<file path="config.mk">
export PLATFORM = sky130hd
export DESIGN_NAME = tcb_ctrl
export DESIGN_NICKNAME = d
export VERILOG_FILES = /design/src/hw/rtl/tcb_spline_tangent_stream_defines.svh /design/src/hw/rtl/tcb_pkg.sv /design/src/hw/rtl/tcb_ctrl.sv
export SDC_FILE = /design/constraint.sdc
export NUM_CORES = 1
export LEC_CHECK = 0
export BUFFER_PORTS_ARGS = -buffer_cell sky130_fd_sc_hd__buf_4
export CORE_MARGIN = 4
export CORE_UTILIZATION = 47
export CTS_CLUSTER_SIZE = 16
export DETAILED_ROUTE_END_ITERATION = 6
export GPL_TIMING_DRIVEN = 0
export PLACE_DENSITY = 0.86
export SYNTH_ARGS = -nofsm -noshare
export SYNTH_HDL_FRONTEND = slang
export SYNTH_SLANG_ARGS = --single-unit
</file>
<file path="constraint.sdc">
create_clock -name clk -period 1.65 [get_ports clk]
set_input_delay 0.165 -clock clk [delete_from_list [all_inputs] [get_ports clk]]
set_output_delay 0.165 -clock clk [all_outputs]
set_load 0.01 [all_outputs]
</file>
<file path="src/hw/rtl/tcb_spline_tangent_stream_defines.svh">
// Assertion macros for the spline tangent stream block.
`ifndef TCB_SPLINE_TANGENT_STREAM_DEFINES_SVH
`define TCB_SPLINE_TANGENT_STREAM_DEFINES_SVH
// Assert that a condition implies a consequence in the same cycle.
`define TCB_ASSERT_IMP(lbl, clk, rst, a, b) \
  lbl: assert property (@(posedge clk) disable iff (rst) (a) |-> (b)) \
    else $error("tcb check failed");
// Assert that a condition implies a consequence in the next cycle.
`define TCB_ASSERT_NEXT(lbl, clk, rst, a, b) \
  lbl: assert property (@(posedge clk) disable iff (rst) (a) |=> (b)) \
    else $error("tcb check failed");
`endif

</file>
<file path="src/hw/rtl/tcb_pkg.sv">
// Shared types, constants and weight helpers for the spline tangent stream.
package tcb_pkg;
  localparam int COORD_BITS  = 24;
  localparam int WEIGHT_BITS = 16;
  localparam int INDEX_BITS  = 16;
  localparam int FRAC        = WEIGHT_BITS - 2;
  localparam int FB          = WEIGHT_BITS + 1;  // one +/- x factor
  localparam int WW          = WEIGHT_BITS + 4;  // formed weight, up to 27 times one
  localparam int DB          = COORD_BITS + 1;   // coordinate difference
  localparam int PB          = WW + DB;          // weight times difference
  localparam int AB          = PB + 1;           // accumulator

  typedef enum logic [3:0] {
    ST_IDLE, ST_W1, ST_W2, ST_M0, ST_M1, ST_M2, ST_M3, ST_SEND1, ST_LW1, ST_LW2,
    ST_LM, ST_SEND2
  } state_t;

  // Factor selector for the shared weight multiplier.
  typedef enum logic [1:0] {
    WS_IN_N, WS_IN_P, WS_OUT_N, WS_OUT_P
  } wsel_t;

  typedef struct packed {
    logic       load_first;   // capture first point
    logic       shift_point;  // advance point window
    logic       calc_w_a;     // weight step one for selected weight
    logic       calc_w_b;     // weight step two
    wsel_t      wsel;
    logic       use_new;      // weights from the arriving point (last point)
    logic       mac_clear;
    logic       mac_dp;       // multiply against d_prev instead of d_next
    logic       mac_half;     // middle point shift
    logic       mac_to_out;   // accumulate into outgoing set
    logic       mac_en;
    logic       load_out1;    // result of held point
    logic       load_out2;    // result of last point
    logic       load_single;  // lone point curve
    logic       clear_all;
  } cmd_t;

  typedef struct packed {
    logic [1:0] held_count;
  } stat_t;

  function automatic logic signed [31:0] sat32(input logic signed [AB-1:0] v);
    logic signed [AB-1:0] mx;
    logic signed [AB-1:0] mn;
    mx = AB'(32'sh7fffffff);
    mn = -AB'(33'sh80000000);
    if (v > mx) sat32 = 32'sh7fffffff;
    else if (v < mn) sat32 = 32'sh80000000;
    else sat32 = v[31:0];
  endfunction
endpackage

</file>
<file path="src/hw/rtl/tcb_ctrl.sv">
// Sequencer for the spline tangent stream: steps the shared multipliers.
module tcb_ctrl (
  input  logic           clk,
  input  logic           rst,
  input  logic           in_fire,
  input  logic           last_in,
  input  logic           out_ready,
  input  tcb_pkg::stat_t stat,
  output logic           in_ready,
  output logic           out_valid,
  output tcb_pkg::cmd_t  cmd
);
  tcb_pkg::state_t state, state_next;
  logic last_seen, last_seen_next;
  logic [1:0] lane, lane_next;

  always_ff @(posedge clk) begin
    if (rst) begin
      state <= tcb_pkg::ST_IDLE;
      last_seen <= 1'b0;
      lane <= 2'd0;
    end else begin
      state <= state_next;
      last_seen <= last_seen_next;
      lane <= lane_next;
    end
  end

  always_comb begin
    state_next = state;
    last_seen_next = last_seen;
    lane_next = lane;
    cmd = '0;
    cmd.wsel = tcb_pkg::WS_IN_N;
    in_ready = 1'b0;
    out_valid = 1'b0;
    unique case (state)
      tcb_pkg::ST_IDLE: begin
        in_ready = 1'b1;
        if (in_fire) begin
          last_seen_next = last_in;
          if (stat.held_count == 2'd0) begin
            if (last_in) begin
              cmd.load_single = 1'b1;
              state_next = tcb_pkg::ST_SEND2;
            end else begin
              cmd.load_first = 1'b1;
            end
          end else begin
            lane_next = 2'd0;
            state_next = tcb_pkg::ST_W1;
          end
        end
      end
      tcb_pkg::ST_W1: begin
        cmd.calc_w_a = 1'b1;
        cmd.wsel = tcb_pkg::wsel_t'(lane);
        state_next = tcb_pkg::ST_W2;
      end
      tcb_pkg::ST_W2: begin
        cmd.calc_w_b = 1'b1;
        cmd.wsel = tcb_pkg::wsel_t'(lane);
        state_next = tcb_pkg::ST_M0;
      end
      tcb_pkg::ST_M0: begin
        // Multiply all three axes at once; the first product of each tangent starts its sum.
        cmd.mac_en = 1'b1;
        cmd.mac_clear = !lane[0];
        cmd.mac_half = (stat.held_count == 2'd2);
        cmd.mac_dp = lane[0];
        cmd.mac_to_out = lane[1];
        state_next = tcb_pkg::ST_M1;
      end
      tcb_pkg::ST_M1: begin
        if (stat.held_count == 2'd1 || lane == 2'd3) begin
          state_next = tcb_pkg::ST_SEND1;
        end else begin
          lane_next = lane + 2'd1;
          state_next = tcb_pkg::ST_W1;
        end
      end
      tcb_pkg::ST_SEND1: begin
        out_valid = 1'b1;
        if (out_ready) begin
          if (last_seen) begin
            state_next = tcb_pkg::ST_LW1;
          end else begin
            cmd.shift_point = 1'b1;
            state_next = tcb_pkg::ST_IDLE;
          end
        end
      end
      tcb_pkg::ST_LW1: begin
        cmd.calc_w_a = 1'b1;
        cmd.use_new = 1'b1;
        state_next = tcb_pkg::ST_LW2;
      end
      tcb_pkg::ST_LW2: begin
        cmd.calc_w_b = 1'b1;
        cmd.use_new = 1'b1;
        state_next = tcb_pkg::ST_LM;
      end
      tcb_pkg::ST_LM: begin
        cmd.mac_en = 1'b1;
        cmd.mac_clear = 1'b1;
        cmd.load_out2 = 1'b1;
        state_next = tcb_pkg::ST_M2;
      end
      tcb_pkg::ST_M2: begin
        state_next = tcb_pkg::ST_SEND2;
      end
      tcb_pkg::ST_SEND2: begin
        out_valid = 1'b1;
        if (out_ready) begin
          cmd.clear_all = 1'b1;
          state_next = tcb_pkg::ST_IDLE;
        end
      end
      default: state_next = tcb_pkg::ST_IDLE;
    endcase
    cmd.load_out1 = (state == tcb_pkg::ST_M1) &&
                    (stat.held_count == 2'd1 || lane == 2'd3);
  end
endmodule

</file>
* Yosys cells after proc, flatten, opt, wreduce, memory -nomap -nowiden *
Index checks and enable logic that the tools add are counted.

operators by class
  add/subtract/negate cells = 1
  $mul = 0
  div/mod/pow operators = 0
  magnitude comparators = 0
  equality and inequality tests = 19
  shift operators = 0
  muxes and demuxes = 35
  bitwise gates (word level) = 0
  reduce and logical (&&, ||, !) cells = 15

operators by type and width
  operator                                             count
  one-hot mux 4 bit (11 select lines)                  1
  two-way mux 4 bit                                    6
  two-way mux 1 bit                                    20
  equality test 4 bit, second input constant           4
  equality test 4 x 3 -> 1 bit, second input constant  3
  OR reduction 2 bit                                   6
  != test 2 bit, second input constant                 5
  equality test 4 x 2 -> 1 bit, second input constant  2
  two-way mux 2 bit                                    4
  AND reduction 4 bit                                  2
  two-way mux 3 bit                                    2
  equality test 2 bit, second input constant           2
  equality test 4 x 1 -> 1 bit, second input constant  1
  logical NOT 4 bit                                    1
  one-hot mux 2 bit (2 select lines)                   1
  != test 3 bit, second input constant                 1
  adder 2 x 1 -> 2 bit, second input constant          1
  equality test 2 x 1 -> 1 bit, second input constant  1
  logical NOT 2 bit                                    1
  one-hot mux 1 bit (2 select lines)                   1
  AND reduction 2 bit                                  1
  nonzero test 2 bit                                   1
  logical AND 1 bit                                    1
  logical NOT 1 bit                                    1
  logical OR 1 bit                                     1

storage, ports and cells
  register bits = 7
  bits in latches = 0
  bits in writable memories = 0
  memory bits (read-only) = 0
  output and inout port bits = 18
  word-level logic and storage cells = 73
  memories kept = 0

* Logic depth before layout (Yosys ltp) *
  word-level depth = 4
  depth in mapped cells = 6
  mapped depth without buffers = 4

* Worst setup path before layout *
No wires, ideal clock.

  path type = reg2out
  start = register state[2]
  end = output cmd[1] in the netlist's numbering
  arrival = 1.405 ns
  slack = 0.080 ns
  cell stages (with the launch flop) = 5
  buffers on the path = 1
  cells stage by stage = dfxtp_1 > buf_4 > nor4_4 > nand2_1 > nor4b_1

RTL lines
  element                 line            text
  from (decl)             tcb_ctrl.sv:13  tcb_pkg::state_t state, state_next;
  from (signal assigned)  tcb_ctrl.sv:19  state <= tcb_pkg::ST_IDLE;
  from (signal assigned)  tcb_ctrl.sv:23  state <= state_next;
  to (decl)               tcb_ctrl.sv:11  output tcb_pkg::cmd_t cmd

==> flow_metrics.tcl <==
set metrics [dict create \
    drtIter0Drc 53 \
    cts.sinks 7 \
    yosysWarnings 0 \
    crit_fanout 7 \
    ant_nets 0 \
    root_buffer "clkbuf_4" \
    relSlewSlack 0.671 \
    clock_skew_ps 2.28 \
    crit_required_ps 1480 \
    worst_slew_pin_slew_ps 490 \
    cts_inserted_buffers 3 \
    via_count 958 \
    slew_violations 0 \
    power_frac_clock 0.157 \
    postSynthAreaPerCell_um2 6.89 \
    maxCapViolCount 0 \
    period_share 1.04 \
    io_buffers 23 \
    diodes 0 \
    drt_pass1_iterations 4 \
    synth-seq-cells 7 \
    synth_cells 98 \
    layout_min_cycle_time_ps 1720 \
    dieArea_um2 2110 \
    grt_pass1_wl_mm 3.48 \
    timing.fmax_mhz 583 \
    worst_slack_ps -65.7 \
    p_comb_frac 0.616 \
    syn2layout_area_growth_pct 68.0 \
    final_common_cell "buf_4" \
    post-route-drc-count 0 \
    cts-hold-fix-buffers 0 \
    layout_common_cells "buf_4 (37), nor2_1 (8), a21oi_1 (8), nor3_1 (8), nand2_1 (7)" \
    power_density_nw_per_um2 903 \
    hold_slack_ps 121 \
    switchingPower_uw 403 \
    outcome "complete, but fails checks" \
    dp_cells 136 \
    start_util 0.507 \
    max-clock-path-buffers 2 \
    gp_congestion 0.839 \
    nFillCells 75 \
    power.internal_uw 622 \
    clk_pin_slew_ps 60 \
    grt_antenna_before_repair 0 \
    path_cells "buf_8, xnor2_2, or3_4, nor2_2, buf_4" \
    start_kind "flop" \
    setup_viol 4 \
    rsz0062_at_grt "yes" \
    num-nets-final 148 \
    p_seq_frac 0.227 \
    totalPowerFinal_uw 1020 \
    cp_slowest_cell "or3_4" \
    violations "setup timing" \
    ff2ff_setup_slack_ps 10 \
    finalSetupTns_ps -115 \
    htreeDepth 1 \
    core_area_um2 1330 \
    cp.arrival_ps 1550 \
    totalWireLength_mm 2.82 \
    synthesis.area_um2 676 \
    switching_share 0.393 \
    hold_class "in -> reg" \
    hold_viol_final 0 \
    insertion_delay_ps 260 \
    cpPeakStageDelay_ps 410 \
    dp_slack_ps 71.9 \
    vdd_drop_max_uv 739 \
    grt.total_usage 0.222 \
    critical_path_class "reg -> out" \
    tritoncts "built" \
    routed_via_density 6.22 \
    die_h_um 45.9 \
    ys_types 36 \
    grt_pass1_vias 814 \
    drive_gt1_frac 0.504 \
    fin_cells 154 \
    cp-end-kind "output port" \
    grt_overflow 0 \
    grt_max_degree 11 \
    ys_seq_area_frac 0.207 \
    leakagePower_uw 0.000497 \
    io_pins 25 \
    dp_hpwl_mm 1.39 \
    dieWidth_um 45.9 \
    avgRoutedWirePerCell_um 18.3 \
    synth_nets 106 \
    row_count 13 \
]
path summary, 6_finish.rpt:
| kind | startpoint | end | cells after the start |
|---|---|---|---|
| hold reg to reg | last_seen | last_seen | 2 |
| setup / recovery | state[1] | cmd[11] | 5 |
| setup reg to reg | state[1] | lane[1] | 4 |
| hold / removal | rst | lane[0] | 2 |
final cells by class:
class	instances	area, µm²	share of cell area
timing repair buffer	38	307	0.270
sequential	7	149	0.131
clock buffer	3	22.5	0.0198
multi-input combinational	78	541	0.476
tap	15	18.8	0.0165
inverter	5	18.8	0.0165
buffer	7	73.8	0.0650
clock inverter	1	5.00	0.00441
layer usage:
metal	global-route usage	share of wire
met1	0.259	0.39
met2	0.396	0.50
met3	0.0395	0.086
met4	0.0795	0.029
met5	0	0
cells by family (layout without fill, tap and decap cells):
group	after synthesis	count (layout)	synth area share
compound gates	23	23	0.213
xor+xnor	3	3	0.0389
fa+ha+maj	1	1	0.0185
buf+inv	13	54	0.0944
flops	7	7	0.207
mux	1	1	0.0167
simple gates	50	50	0.411
synth_stat cells (all sizes together):
library cell / number / area share
nor2: 12 / 0.067
and2: 1 / 0.0093
ha: 1 / 0.019
mux2: 1 / 0.017
clkbuf: 3 / 0.017
nand3: 4 / 0.030
nor4b: 1 / 0.013
dfxtp: 7 / 0.21
o211a: 1 / 0.015
o21a: 1 / 0.011
o21ai: 5 / 0.037
or3b: 1 / 0.013
or3: 2 / 0.019
o31ai: 1 / 0.011
nand2: 9 / 0.050
a2bb2oi: 1 / 0.013
and3: 1 / 0.0093
inv: 5 / 0.028
a21boi: 1 / 0.011
a22oi: 2 / 0.022
o311ai: 1 / 0.013
a21oi: 8 / 0.059
nand2b: 4 / 0.037
nor2b: 2 / 0.019
nor3b: 1 / 0.011
xnor2: 3 / 0.039
buf: 5 / 0.050
nor3: 8 / 0.059
o22ai: 1 / 0.0093
or4b: 2 / 0.035
o211ai: 1 / 0.011
nor4: 2 / 0.041
registers in the layout, indices dropped and copies added (netlist names):
name	count
lane	2
state	4
last_seen	1
critical path: cells and delay by family, from the launching register on:
kind / cells / cell delay (ps)
flip-flops: 1 / 390
XOR/XNOR: 1 / 120
AND/OR/NAND/NOR: 2 / 520
buffers and inverters: 2 / 270
per-stage QoR:
step	area [µm²]	util
after detailed placement	867	0.650
after CTS	1000	0.750
final	1130	0.851
after global routing	1130	0.851
after floorplan	676	-
after global placement	867	0.650
power groups by stage:
stage	Sequential, µW	Clock, µW	Combinational, µW
3_3_place_gp	209	0	391
4_1_cts	214	163	494
6_report	233	161	631
2_1_floorplan	206	0	277
5_1_grt	236	178	665
3_5_place_dp	211	0	396
what timing repair did:
action | CTS | global route
setup endpoints to repair | 10 | 13
pin swaps | 3 | 4
gates resized for setup | 19 | 19
setup buffers | 6 | 8
cloned | 0 | 1
Note: power is estimated with default switching activity, not from simulation.
